<file path="config.mk">
export PLATFORM = sky130hd
export DESIGN_NAME = brcl_fifo
export DESIGN_NICKNAME = d
export VERILOG_FILES = /design/src/rtl/brcl_pkg.sv /design/src/rtl/brcl_fifo.sv
export SDC_FILE = /design/constraint.sdc
export NUM_CORES = 1
export LEC_CHECK = 0
export BUFFER_PORTS_ARGS = -buffer_cell sky130_fd_sc_hd__buf_2
export CORE_MARGIN = 4
export CORE_UTILIZATION = 30
export DETAILED_ROUTE_END_ITERATION = 10
export SETUP_SLACK_MARGIN = 0.05
export SLEW_MARGIN = 10
export SYNTH_ARGS = -nofsm -noshare
export SYNTH_HDL_FRONTEND = slang
export SYNTH_SLANG_ARGS = --single-unit
</file>
<file path="constraint.sdc">
create_clock -name clk_i -period 3.5 [get_ports clk_i]
set_input_delay 0.7 -clock clk_i [delete_from_list [all_inputs] [get_ports clk_i]]
set_output_delay 0.7 -clock clk_i [all_outputs]
set_load 0.05 [all_outputs]
</file>
<file path="src/rtl/brcl_pkg.sv">
`timescale 1ns / 1ps
`default_nettype none

package brcl_pkg;

  // Operation codes carried in the op field of an input item.
  localparam logic [1:0] OP_MAP  = 2'd0;
  localparam logic [1:0] OP_MODE = 2'd1;
  localparam logic [1:0] OP_MEM  = 2'd2;

  // Soft switch selector codes (address bits 1:0 when bit 2 is clear).
  localparam logic [1:0] SW_READ_RAM  = 2'd0;
  localparam logic [1:0] SW_WRITE_ROM = 2'd1;
  localparam logic [1:0] SW_OFF       = 2'd2;
  localparam logic [1:0] SW_RW_RAM    = 2'd3;

  localparam int unsigned NumSegs  = 8;
  localparam int unsigned SegW     = 3;
  localparam int unsigned BankW    = 4;
  localparam int unsigned OffsW    = 13;
  localparam int unsigned RawIdxW  = BankW + OffsW;

  // Segments with mode gating.
  localparam logic [SegW-1:0] SegD = 3'd6;
  localparam logic [SegW-1:0] SegE = 3'd7;

  localparam logic [7:0] StatusBase = 8'hC0;
  localparam logic [7:0] ModeReset  = 8'h01;

  // Command queue between front and back.
  localparam int unsigned QDepth = 2;
  localparam int unsigned QPtrW  = $clog2(QDepth);
  localparam int unsigned QCntW  = $clog2(QDepth + 1);

  typedef struct packed {
    logic [1:0]  op;
    logic        is_write;
    logic [15:0] address;
    logic [7:0]  write_data;
  } in_t;

  typedef struct packed {
    logic [7:0] read_data;
    logic       responded;
  } out_t;

  // One classified command handed from the front to the back.
  typedef struct packed {
    logic               ram_en;
    logic               ram_wr;
    logic [RawIdxW-1:0] ram_idx;
    logic [7:0]         wdata;
    logic [7:0]         res_data;
    logic               responded;
  } cmd_t;

endpackage

`default_nettype wire

</file>
<file path="src/rtl/brcl_fifo.sv">
`timescale 1ns / 1ps
`default_nettype none

module brcl_fifo (
  input  wire logic           clk_i,
  input  wire logic           rst_ni,
  input  wire logic           push_i,
  input  wire brcl_pkg::cmd_t push_data_i,
  output logic                full_o,
  input  wire logic           pop_i,
  output brcl_pkg::cmd_t      pop_data_o,
  output logic                empty_o
);
  import brcl_pkg::*;

  cmd_t             slot_q [QDepth];
  logic [QPtrW-1:0] wr_ptr_q, wr_ptr_d;
  logic [QPtrW-1:0] rd_ptr_q, rd_ptr_d;
  logic [QCntW-1:0] cnt_q, cnt_d;

  assign full_o     = (cnt_q == QCntW'(QDepth));
  assign empty_o    = (cnt_q == '0);
  assign pop_data_o = slot_q[rd_ptr_q];

  always_comb begin
    wr_ptr_d = wr_ptr_q;
    rd_ptr_d = rd_ptr_q;
    cnt_d    = cnt_q;
    if (push_i) begin
      wr_ptr_d = (wr_ptr_q == QPtrW'(QDepth - 1)) ? '0 : wr_ptr_q + 1'b1;
    end
    if (pop_i) begin
      rd_ptr_d = (rd_ptr_q == QPtrW'(QDepth - 1)) ? '0 : rd_ptr_q + 1'b1;
    end
    if (push_i && !pop_i) cnt_d = cnt_q + 1'b1;
    else if (!push_i && pop_i) cnt_d = cnt_q - 1'b1;
  end

  always_ff @(posedge clk_i or negedge rst_ni) begin
    if (!rst_ni) begin
      wr_ptr_q <= '0;
      rd_ptr_q <= '0;
      cnt_q    <= '0;
    end else begin
      wr_ptr_q <= wr_ptr_d;
      rd_ptr_q <= rd_ptr_d;
      cnt_q    <= cnt_d;
    end
  end

  always_ff @(posedge clk_i) begin
    if (push_i) slot_q[wr_ptr_q] <= push_data_i;
  end

endmodule

`default_nettype wire

</file>
==> impl_metrics.toml <==
[global_route]
globalRouteOverflowTotal = 0
grt_pass1_vias = 1585
grt_max_degree = 37
grt_pass1_wl_um = 7941
grt_use_total_pct = 9.340
antenna_found_initial = 1

[pwr]
ir_drop_uv = 505.0
p_seq_share_pct = 39.9
clockPowerShare_pct = 17.1
p_total_mw = 3.312
power_frac_comb_pct = 43.0
switching_share_pct = 41.87
p_int_mw = 1.925
power.leakage_nw = 1.435
p_per_area_nw_per_um2 = 917.2
power_switching_mw = 1.387

[logic_synthesis]
yosys.area.top_type = "edfxtp_1"
syn_nets = 169
synth-seq-cells = 76
syn_area_sq_um = 2934
yosys_warnings = 0
syn_inst = 128
yosys.area.top_type_share_pct = 73.69
syn_avg_cell_area_sq_um = 22.92
ys_types = 13
ys_seq_area_share_pct = 77.10
synth_area_leaders = "edfxtp_1 74%, mux2_4 15%, dfrtp_1 3.4%"

[critical_path]
slowest_delay_ns = 0.73
worstPathCellList = "buf_4, mux2_2, buf_2"
slowest_stage = "dfrtp_2"
cp-startpoint = "rd_ptr_q"
critPathArrivalTime_ns = 1.97
cp-start-kind = "register"
path_class = "register to primary output"
ff2ff_path_depth = 2
crit_required_ns = 2.80
worstSetupEndpointType = "primary output"
reg2reg_slack_ns = 1.85
worst_r2r_startpoint = "wr_ptr_q"
r2r_end = "slot_q[0][30]"
crit_path_end = "pop_data_o[23]"
crit_fanout = 18

[cts]
post_cts_buffers = 0
cts_max_level = 3
cts_num_sinks = 76
hold_buffers = 0
path_clk_slew_ns = 0.08
cts_made_buffers = 9
cts-resized-gates = 0
clock_latency_ns = 0.33
cts_tree = "built"
cts_root_buf = "clkbuf_8"
clockBufferDepth = 2

[timing]
rsz0062_at_grt = "no"
setup_viol = 0
tightest_slew_ns = 0.9002
worst_slack_ns = 0.8282
hold_violations = 0
drv_slew = 0
setup-tns-final_ns = 0
min_period_ns = 2.672
max_freq_ghz = 0.3743
fin_crit_sh_pct = 76.34
maxSlewHeadroom_pct = 39.99
fin_skew_ns = 0.006634

[floorplan]
fp.dieW_um = 106.9
start_util_pct = 31.31
io_pins = 78
core_sq_um = 9371
die_area_sq_um = 11430
die_h_um = 106.9
rows = 35

[layout]
fin_nets = 256
diodes = 0
layout-drive-gt1-share_pct = 60.91
areaGrowthSynthToFinish_pct = 23.07
fin_util_pct = 38.53

[drt]
drtIter0Drc = 39
vias_per_cell = 4.117
routed_wl_um = 5135
ant_nets = 0
firstDrtPassIters = 4
wire_per_inst_um = 14.71
vias = 1437
drc = 0

[placement]
place_hpwl_um = 3506
gp_congestion = 0.6956
dp_slack_ns = 1.125
port_buffers = 77

[run]
max_cap_violations = 0

[run_status]
status = "complete, no violations"

[min_path]
min_path_type = "input port to async pin"
[per-stage QoR]
step / instances / cell area, sq um / hold WS (ns)
after detailed placement: 333 / 3442 / 0.4834
after global routing: 349 / 3611 / 0.1351
after floorplan: 128 / 2934 / 0.4044
after global placement: 333 / 3442 / 0.4709
final: 349 / 3611 / 0.1541
after CTS: 349 / 3611 / 0.1333
[power groups by stage]
stage	Combinational, mW	Clock (mW)	Sequential (mW)
floorplan	1.28	0	1.28
global placement	1.45	0	1.34
detailed placement	1.45	0	1.35
CTS	1.45	0.589	1.33
global route	1.50	0.636	1.35
finish	1.42	0.565	1.32
[synth_stat cells]
master / n
and2_1: 1
buf_12: 3
buf_6: 1
dfrtp_1: 4
edfxtp_1: 72
ha_1: 1
inv_1: 1
mux2_2: 7
mux2_4: 29
nor2_1: 2
nor2b_1: 2
xnor2_1: 1
xor2_1: 4
[placed cells by master (no fill, tap or decap), drive strengths merged]
master | synthesis | routed
clkinv | 0 | 3
and2 | 1 | 1
clkinvlp | 0 | 3
dfrtp | 4 | 4
ha | 1 | 1
buf | 4 | 80
inv | 1 | 1
nor2b | 2 | 2
mux2 | 36 | 36
edfxtp | 72 | 72
nor2 | 2 | 2
xor2 | 4 | 4
xnor2 | 1 | 1
clkbuf | 0 | 10
[layer usage]
| layer | vias up | share of wire [%] | global-route usage [%] |
|---|---|---|---|
| li1 | 667 | - | - |
| met1 | 699 | 44 | 11.79 |
| met2 | 59 | 45 | 13.89 |
| met3 | 10 | 8.7 | 3.913 |
| met4 | 2 | 1.5 | 4.384 |
| met5 | - | 0.23 | 0 |
[worst min-delay path by stage]
| stage | startpoint | endpoint | cells past startpoint |
|---|---|---|---|
| finish | rst_ni | cnt_q[1] | 1 |
| global route | rst_ni | cnt_q[0] | 1 |
| floorplan | rst_ni | cnt_q[0] | 0 |
| detailed placement | cnt_q[1] | cnt_q[1] | 1 |
| global placement | cnt_q[1] | cnt_q[1] | 1 |
| CTS | rst_ni | cnt_q[1] | 1 |
[state kept, by name, indices dropped and copies added (netlist names)]
signal	count
slot_q	72
rd_ptr_q	1
wr_ptr_q	1
cnt_q	2
[cells by family (layout without fill, tap and decap cells)]
family	Yosys count	in the layout	synth area share, %
XOR/XNOR	5	5	1.492
adder cells (fa/ha/maj)	1	1	0.4264
buffers and inverters	5	97	2.559
flip-flops	76	76	77.10
multiplexers	36	36	17.53
AND/OR/NAND/NOR	5	5	0.8957
[area by class of cell]
class,count,area [sq um]
Inverter,1,3.754
Multi-Input combinational cell,47,605.6
Timing Repair Buffer,80,407.9
Clock buffer,10,127.6
Clock inverter,6,41.29
Sequential cell,76,2263
Tap cell,129,161.4
Fill cell,907,5761
[critical path, delay by kind of cell (launching register included)]
kind | cells | cell delay [ns]
buffers and inverters | 2 | 0.55
muxes | 1 | 0.36
DFF | 1 | 0.73
Power figures use the tool's default switching activity.
