**src/rtl/brcl_pkg.sv**
```systemverilog
`timescale 1ns / 1ps
`default_nettype none

package brcl_pkg;

  // Operation codes carried in the op field of an input item.
  localparam logic [1:0] OP_MAP  = 2'd0;
  localparam logic [1:0] OP_MODE = 2'd1;
  localparam logic [1:0] OP_MEM  = 2'd2;

  // Soft switch selector codes (address bits 1:0 when bit 2 is clear).
  localparam logic [1:0] SW_READ_RAM  = 2'd0;
  localparam logic [1:0] SW_WRITE_ROM = 2'd1;
  localparam logic [1:0] SW_OFF       = 2'd2;
  localparam logic [1:0] SW_RW_RAM    = 2'd3;

  localparam int unsigned NumSegs  = 8;
  localparam int unsigned SegW     = 3;
  localparam int unsigned BankW    = 4;
  localparam int unsigned OffsW    = 13;
  localparam int unsigned RawIdxW  = BankW + OffsW;

  // Segments with mode gating.
  localparam logic [SegW-1:0] SegD = 3'd6;
  localparam logic [SegW-1:0] SegE = 3'd7;

  localparam logic [7:0] StatusBase = 8'hC0;
  localparam logic [7:0] ModeReset  = 8'h01;

  // Command queue between front and back.
  localparam int unsigned QDepth = 2;
  localparam int unsigned QPtrW  = $clog2(QDepth);
  localparam int unsigned QCntW  = $clog2(QDepth + 1);

  typedef struct packed {
    logic [1:0]  op;
    logic        is_write;
    logic [15:0] address;
    logic [7:0]  write_data;
  } in_t;

  typedef struct packed {
    logic [7:0] read_data;
    logic       responded;
  } out_t;

  // One classified command handed from the front to the back.
  typedef struct packed {
    logic               ram_en;
    logic               ram_wr;
    logic [RawIdxW-1:0] ram_idx;
    logic [7:0]         wdata;
    logic [7:0]         res_data;
    logic               responded;
  } cmd_t;

endpackage

`default_nettype wire

```
**src/rtl/brcl_front.sv**
```systemverilog
`timescale 1ns / 1ps
`default_nettype none

module brcl_front (
  input  wire logic          clk_i,
  input  wire logic          rst_ni,
  input  wire logic          cfg_we_i,
  input  wire logic          cfg_data_i,
  input  wire logic          in_push_i,
  input  wire brcl_pkg::in_t in_data_i,
  output brcl_pkg::cmd_t     cmd_o
);
  import brcl_pkg::*;

  logic [7:0] seg_map_q [NumSegs];
  logic [7:0] seg_map_d [NumSegs];
  logic [NumSegs-1:0] seg_en_q, seg_en_d;
  logic [7:0] mode_q, mode_d;
  logic       off_zero_q, off_zero_d;
  logic       latch_q, latch_d;
  logic       apple_q, apple_d;

  logic [15:0]     a;
  logic [SegW-1:0] seg;
  logic [SegW-1:0] ind;
  logic            rd_ok;
  logic [7:0]      status;
  logic [7:0]      mode_rd;
  logic [2:0]      bank3;
  logic [7:0]      bank;
  logic            allow;
  logic [OffsW-1:0] offs;

  assign a   = in_data_i.address;
  assign seg = a[15:13];
  assign ind = a[6:4];

  // Status byte reported by a soft switch access, taken before the access.
  always_comb begin
    rd_ok  = (seg_map_q[SegD] != 8'd0) && (mode_q[1:0] != 2'b01);
    status = StatusBase;
    status[3] = off_zero_q;
    status[0] = mode_q[0];
    status[1] = (rd_ok == mode_q[0]);
  end

  always_comb begin
    mode_rd = mode_q | {a[7:4], 4'b0000};
    if (mode_rd[1:0] == 2'b00) mode_rd[1] = 1'b1;
  end

  assign bank3 = {a[3], a[1:0]};
  assign bank  = {4'b0000, bank3, 1'b0};

  // Memory access gating and the D000 window offset.
  always_comb begin
    offs = a[OffsW-1:0];
    if (seg < SegD) begin
      allow = 1'b1;
    end else if ((seg == SegD) && !a[12]) begin
      allow = 1'b0;
    end else begin
      allow = in_data_i.is_write ? mode_q[0] : (mode_q[1:0] != 2'b01);
      if ((seg == SegD) && !off_zero_q) offs = {1'b0, a[11:0]};
    end
    allow = allow && seg_en_q[seg];
  end

  always_comb begin
    seg_map_d  = seg_map_q;
    seg_en_d   = seg_en_q;
    mode_d     = mode_q;
    off_zero_d = off_zero_q;
    latch_d    = latch_q;
    apple_d    = apple_q;

    cmd_o           = '0;
    cmd_o.wdata     = in_data_i.write_data;
    cmd_o.ram_idx   = {seg_map_q[seg][BankW-1:0], offs};

    unique case (in_data_i.op)
      OP_MAP: begin
        if (in_data_i.is_write) begin
          seg_map_d[ind]  = a[7:0] & 8'h8F;
          seg_en_d[ind]   = a[7];
          cmd_o.responded = 1'b1;
        end else if (!apple_q) begin
          cmd_o.res_data  = (a[7:0] & 8'h70) | seg_map_q[ind];
          cmd_o.responded = 1'b1;
        end
      end
      OP_MODE: begin
        cmd_o.responded = 1'b1;
        if (apple_q) begin
          if (!in_data_i.is_write) cmd_o.res_data = status;
          off_zero_d = a[3];
          if (a[2]) begin
            seg_map_d[SegD] = bank;
            seg_map_d[SegE] = bank | 8'h01;
          end else begin
            unique case (a[1:0])
              SW_READ_RAM: begin
                seg_en_d[SegD] = 1'b1;
                seg_en_d[SegE] = 1'b1;
                mode_d  = {a[7:4], a[3], 3'b010};
                latch_d = 1'b0;
              end
              SW_WRITE_ROM: begin
                seg_en_d[SegD] = 1'b0;
                seg_en_d[SegE] = 1'b0;
                mode_d  = {a[7:4], a[3], 2'b00, latch_q};
                latch_d = 1'b1;
              end
              SW_OFF: begin
                seg_en_d[SegD] = 1'b0;
                seg_en_d[SegE] = 1'b0;
                mode_d  = {a[7:4], a[3], 3'b000};
                latch_d = 1'b0;
              end
              SW_RW_RAM: begin
                seg_en_d[SegD] = 1'b1;
                seg_en_d[SegE] = 1'b1;
                mode_d  = {a[7:4], a[3], 2'b01, latch_q};
                latch_d = 1'b1;
              end
              default: ;
            endcase
          end
        end else if (in_data_i.is_write) begin
          mode_d     = {4'b0000, a[3], 1'b0, a[1:0]};
          off_zero_d = a[3];
        end else begin
          cmd_o.res_data = mode_rd;
        end
      end
      OP_MEM: begin
        if (allow) begin
          cmd_o.ram_en    = 1'b1;
          cmd_o.ram_wr    = in_data_i.is_write;
          cmd_o.responded = 1'b1;
        end
      end
      default: ;
    endcase

    if (!in_push_i) begin
      seg_map_d  = seg_map_q;
      seg_en_d   = seg_en_q;
      mode_d     = mode_q;
      off_zero_d = off_zero_q;
      latch_d    = latch_q;
    end

    // Resets the mode state; users must write only while idle (not enforced).
    if (cfg_we_i) begin
      apple_d    = cfg_data_i;
      mode_d     = ModeReset;
      off_zero_d = 1'b0;
      seg_en_d   = '0;
      if (cfg_data_i) latch_d = 1'b0;
    end
  end

  always_ff @(posedge clk_i or negedge rst_ni) begin
    if (!rst_ni) begin
      for (int i = 0; i < NumSegs; i++) begin
        seg_map_q[i] <= 8'(i);
      end
      seg_en_q   <= '0;
      mode_q     <= ModeReset;
      off_zero_q <= 1'b0;
      latch_q    <= 1'b0;
      apple_q    <= 1'b0;
    end else begin
      seg_map_q  <= seg_map_d;
      seg_en_q   <= seg_en_d;
      mode_q     <= mode_d;
      off_zero_q <= off_zero_d;
      latch_q    <= latch_d;
      apple_q    <= apple_d;
    end
  end

endmodule

`default_nettype wire

```
**config.mk**
```make
export PLATFORM = sky130hd
export DESIGN_NAME = brcl_front
export DESIGN_NICKNAME = d
export VERILOG_FILES = /design/src/rtl/brcl_pkg.sv /design/src/rtl/brcl_front.sv
export SDC_FILE = /design/constraint.sdc
export NUM_CORES = 1
export LEC_CHECK = 0
export ABC_AREA = 1
export BUFFER_PORTS_ARGS = -buffer_cell sky130_fd_sc_hd__buf_2
export CORE_ASPECT_RATIO = 1.2
export CORE_MARGIN = 3
export CORE_UTILIZATION = 56
export CTS_CLUSTER_DIAMETER = 50
export DETAILED_ROUTE_END_ITERATION = 10
export GPL_TIMING_DRIVEN = 0
export PLACE_DENSITY = 0.89
export SYNTH_ARGS = -nofsm -noshare
export SYNTH_HDL_FRONTEND = slang
export SYNTH_SLANG_ARGS = --single-unit
export TNS_END_PERCENT = 30
```
**constraint.sdc**
```tcl
create_clock -name clk_i -period 1.7 [get_ports clk_i]
set_input_delay 0.085 -clock clk_i [delete_from_list [all_inputs] [get_ports clk_i]]
set_output_delay 0.085 -clock clk_i [all_outputs]
set_load 0.02 [all_outputs]
```
==> impl_metrics.toml <==
[detailed_routing]
viasPerCell = 5.75
wl_per_cell_um = 15.9
postRouteAntennaNets = 0
vias = 4031
first_pass_iters = 5
drt_wl_total_um = 11100
drt_iter0_drc = 609
drc = 0

[cts]
htreeDepth = 3
cts_buffers = 9
cts_buffer_depth = 2
clkLatencyLatePin_ns = 0.35
clk_pin_slew_ns = 0.07
cts_tree = "built"
numClockSinks = 58
cts_root_buffer = "clkbuf_8"

[power_and_ir_drop]
vdd_drop_max_mv = 0.629
p_switching_mw = 1.32
p_sw_share_pct = 33.5
intPower_mw = 2.61
power_frac_clock_pct = 31.8
p_leak_nw = 2.26
p_comb_share_pct = 24.3
seq_power_share_pct = 43.9
powerDensity_nw_per_um2 = 898

[min_path]
hold_end = "seg_en_q[5]"
hp-class = "in -> reg"
hold_start = "cfg_we_i"
min_delay_path_depth = 2

[cells_and_area]
stdcell_count = 701
multiInputGateArea_um2 = 1840
final.fill_count = 524
n_antenna_cell = 0
areaGrowthSynthToFinish_pct = 18.2
fin_util_pct = 70.5
layout-drive-gt1-share_pct = 23.9
final-seq-area_um2 = 1470
final_nets = 649

[floorplan]
pin_count = 68
core_um2 = 6210
die_y_um = 95.1
die_x_um = 80.2
start_util_pct = 59.7
die_area_um2 = 7630
core.rowCount = 31

[setup_path]
slowest_stage = "dfstp_2"
startpoint_type = "flip-flop"
r2r_cells = 6
crit_path_end_kind = "primary output"
setup.worst_path.class = "reg -> out"
worst_r2r_startpoint = "apple_q"
crit_chain = "inv_2, a21oi_2, nand4_1, nand2_1, nand2_2, nor2_2, buf_6"
cpPeakStageDelay_ns = 0.56
rrSetupSlack_ns = 0.29
cp.arrival_ns = 1.64
r2r-end = "seg_map_q[11]"
cp.required_ns = 1.62
worstPathMaxFanout = 3

[timing]
rsz0062_at_grt = "yes"
slew_headroom_pct = 51.1
worst_pin_slew_ns = 0.734
fmax_mhz = 581
final.setup.worst_slack_ns = -0.0223
finClkSkew_ns = 0.00900
hold_viol_final = 0
min_period_ns = 1.72
finalSetupViolations = 4
drv_slew = 0
whs_ns = 0.0535
finalCritPeriodShare_pct = 101

[logic_synthesis]
synthesis.area_um2 = 3700
post_synth_num_cell_types = 29
ys_warn_count = 0
yosys.area.top_type = "dfrtp_1"
synth_ff_type = "dfrtp_1"
synth_fp_nets = 581
yosys_register_bits = 58
synthTopCellsByArea = "dfrtp_1 30%, nand2_1 22%, dfstp_2 9.2%, o21ai_0 6.5%, o21ai_1 4.5%"
synth.yosys.seq_area_share_pct = 39.6
syn_avg_cell_area_um2 = 6.78
synth_top_area_share_pct = 30.4
synth_edf_count = 0
syn_inst = 546
synthArstFlopShare_pct = 100

[grt]
grt_max_degree = 59
grt_pass1_vias = 3861
busiest_layer = "met2"
gr-usage-met1_pct = 37.8
met3_usage_pct = 4.91
grt_pass1_wl_um = 17600
grt.total_usage_pct = 30.3
antenna_found_initial = 0
gr-usage-met2_pct = 48.3
overflow = 0

[outcome]
status = "complete, but fails checks"
violations = "setup timing"

[place]
gp_congestion = 0.963
dp_slack_ns = 0.0872
portBuffers = 53
detailed_place_hpwl_um = 7790
placed_cells = 681

[flow_run]
cap_violations = 0
[registers in the layout (all words and copies together) (netlist names)]
register    cells
apple_q         1
latch_q         1
mode_q          7
off_zero_q      1
seg_en_q        8
seg_map_q      40
[cell families (layout without fill, tap and decap cells)]
logic type | count (synthesis) | count (layout) | share of synthesized area (%)
DFF | 58 | 58 | 39.6
AOI/OAI and AO/OA | 114 | 114 | 16.3
and+or+nand+nor | 283 | 283 | 31.6
buffers and inverters | 88 | 161 | 11.6
adders and majority gates | 3 | 3 | 1.01
[critical path, delay by kind of cell (launching register included)]
kind,cells,cell delay (ns)
and+or+nand+nor,4,0.46
AOI/OAI and AO/OA,1,0.10
DFF,1,0.56
buffers and inverters,2,0.17
[layer usage]
layer / vias to the layer above / part of all wire, %
met5: - / 0
met4: 0 / 4.6
met3: 49 / 11
met2: 296 / 47
met1: 1805 / 38
li1: 1881 / -
[timing repair]
item	4_1_cts	5_1_grt
gates resized for setup	2	30
setup endpoints to repair	3	9
pin swaps	2	7
cloned	0	0
hold buffers	1	1
endpoints found under the hold margin	1	45
buffers inserted	2	0
[placed cells by master (no fill, tap or decap), drive strengths merged]
master and instances:
o211a 1, clkinvlp 2, clkbuf 18, buf 86
o31ai 2, nand4 4, nand2 213, nor3 5
or2 2, dfrtp 45, a21boi 1, inv 50
o21ai 81, nand3 31, ha 3, o22ai 6
bufinv 1, dfstp 13, nor2 28, o211ai 1
dlygate4sd3 2, clkinv 2, a21oi 21, o21a 1
[cells in the mapped netlist, drive strengths merged (2+ instances only)]
library cell,n
nor3,5
nand4,4
o21ai,81
dfrtp,45
o31ai,2
clkbuf,7
nand3,31
ha,3
inv,50
or2,2
buf,31
dfstp,13
a21oi,21
o22ai,6
nand2,213
nor2,28
[per-stage QoR]
stage | setup TNS, ns | cell area, um2 | power [mW]
2_1_floorplan | 0 | 3700 | 2.31
3_3_place_gp | 0 | 4070 | 2.58
3_5_place_dp | 0 | 4070 | 2.61
4_1_cts | 0 | 4290 | 3.85
5_1_grt | -0.253 | 4380 | 4.11
6_report | -0.0264 | 4380 | 3.93
[power groups by stage]
| stage | registers [mW] | clock network, mW | logic (mW) |
|---|---|---|---|
| finish | 1.73 | 1.25 | 0.955 |
| global route | 1.75 | 1.30 | 1.06 |
| CTS | 1.72 | 1.24 | 0.895 |
| global placement | 1.74 | 0 | 0.838 |
| detailed placement | 1.74 | 0 | 0.867 |
| floorplan | 1.70 | 0 | 0.612 |
[how the worst max path moves through the flow]
stage / slack, ns / end / depth (start not counted) / start
2_1_floorplan: 0.42 / cmd_o[34] / 6 / mode_q[0]
3_3_place_gp: 0.15 / cmd_o[1] / 10 / in_data_i[13]
3_5_place_dp: 0.09 / cmd_o[3] / 8 / in_data_i[13]
4_1_cts: 0.008 / cmd_o[3] / 7 / seg_map_q[26]
5_1_grt: -0.08 / cmd_o[34] / 7 / mode_q[0]
6_report: -0.02 / cmd_o[34] / 7 / mode_q[0]
[area by class of cell]
cell class,count,share of cell area (%)
Inverter,50,4.29
Sequential cell,58,33.5
Multi-Input combinational cell,400,42.0
Clock inverter,5,1.26
Timing Repair Buffer,57,8.06
Tap cell,82,2.34
Buffer,38,5.49
Clock buffer,11,3.00
No activity file was read; power rests on OpenSTA's default activity.
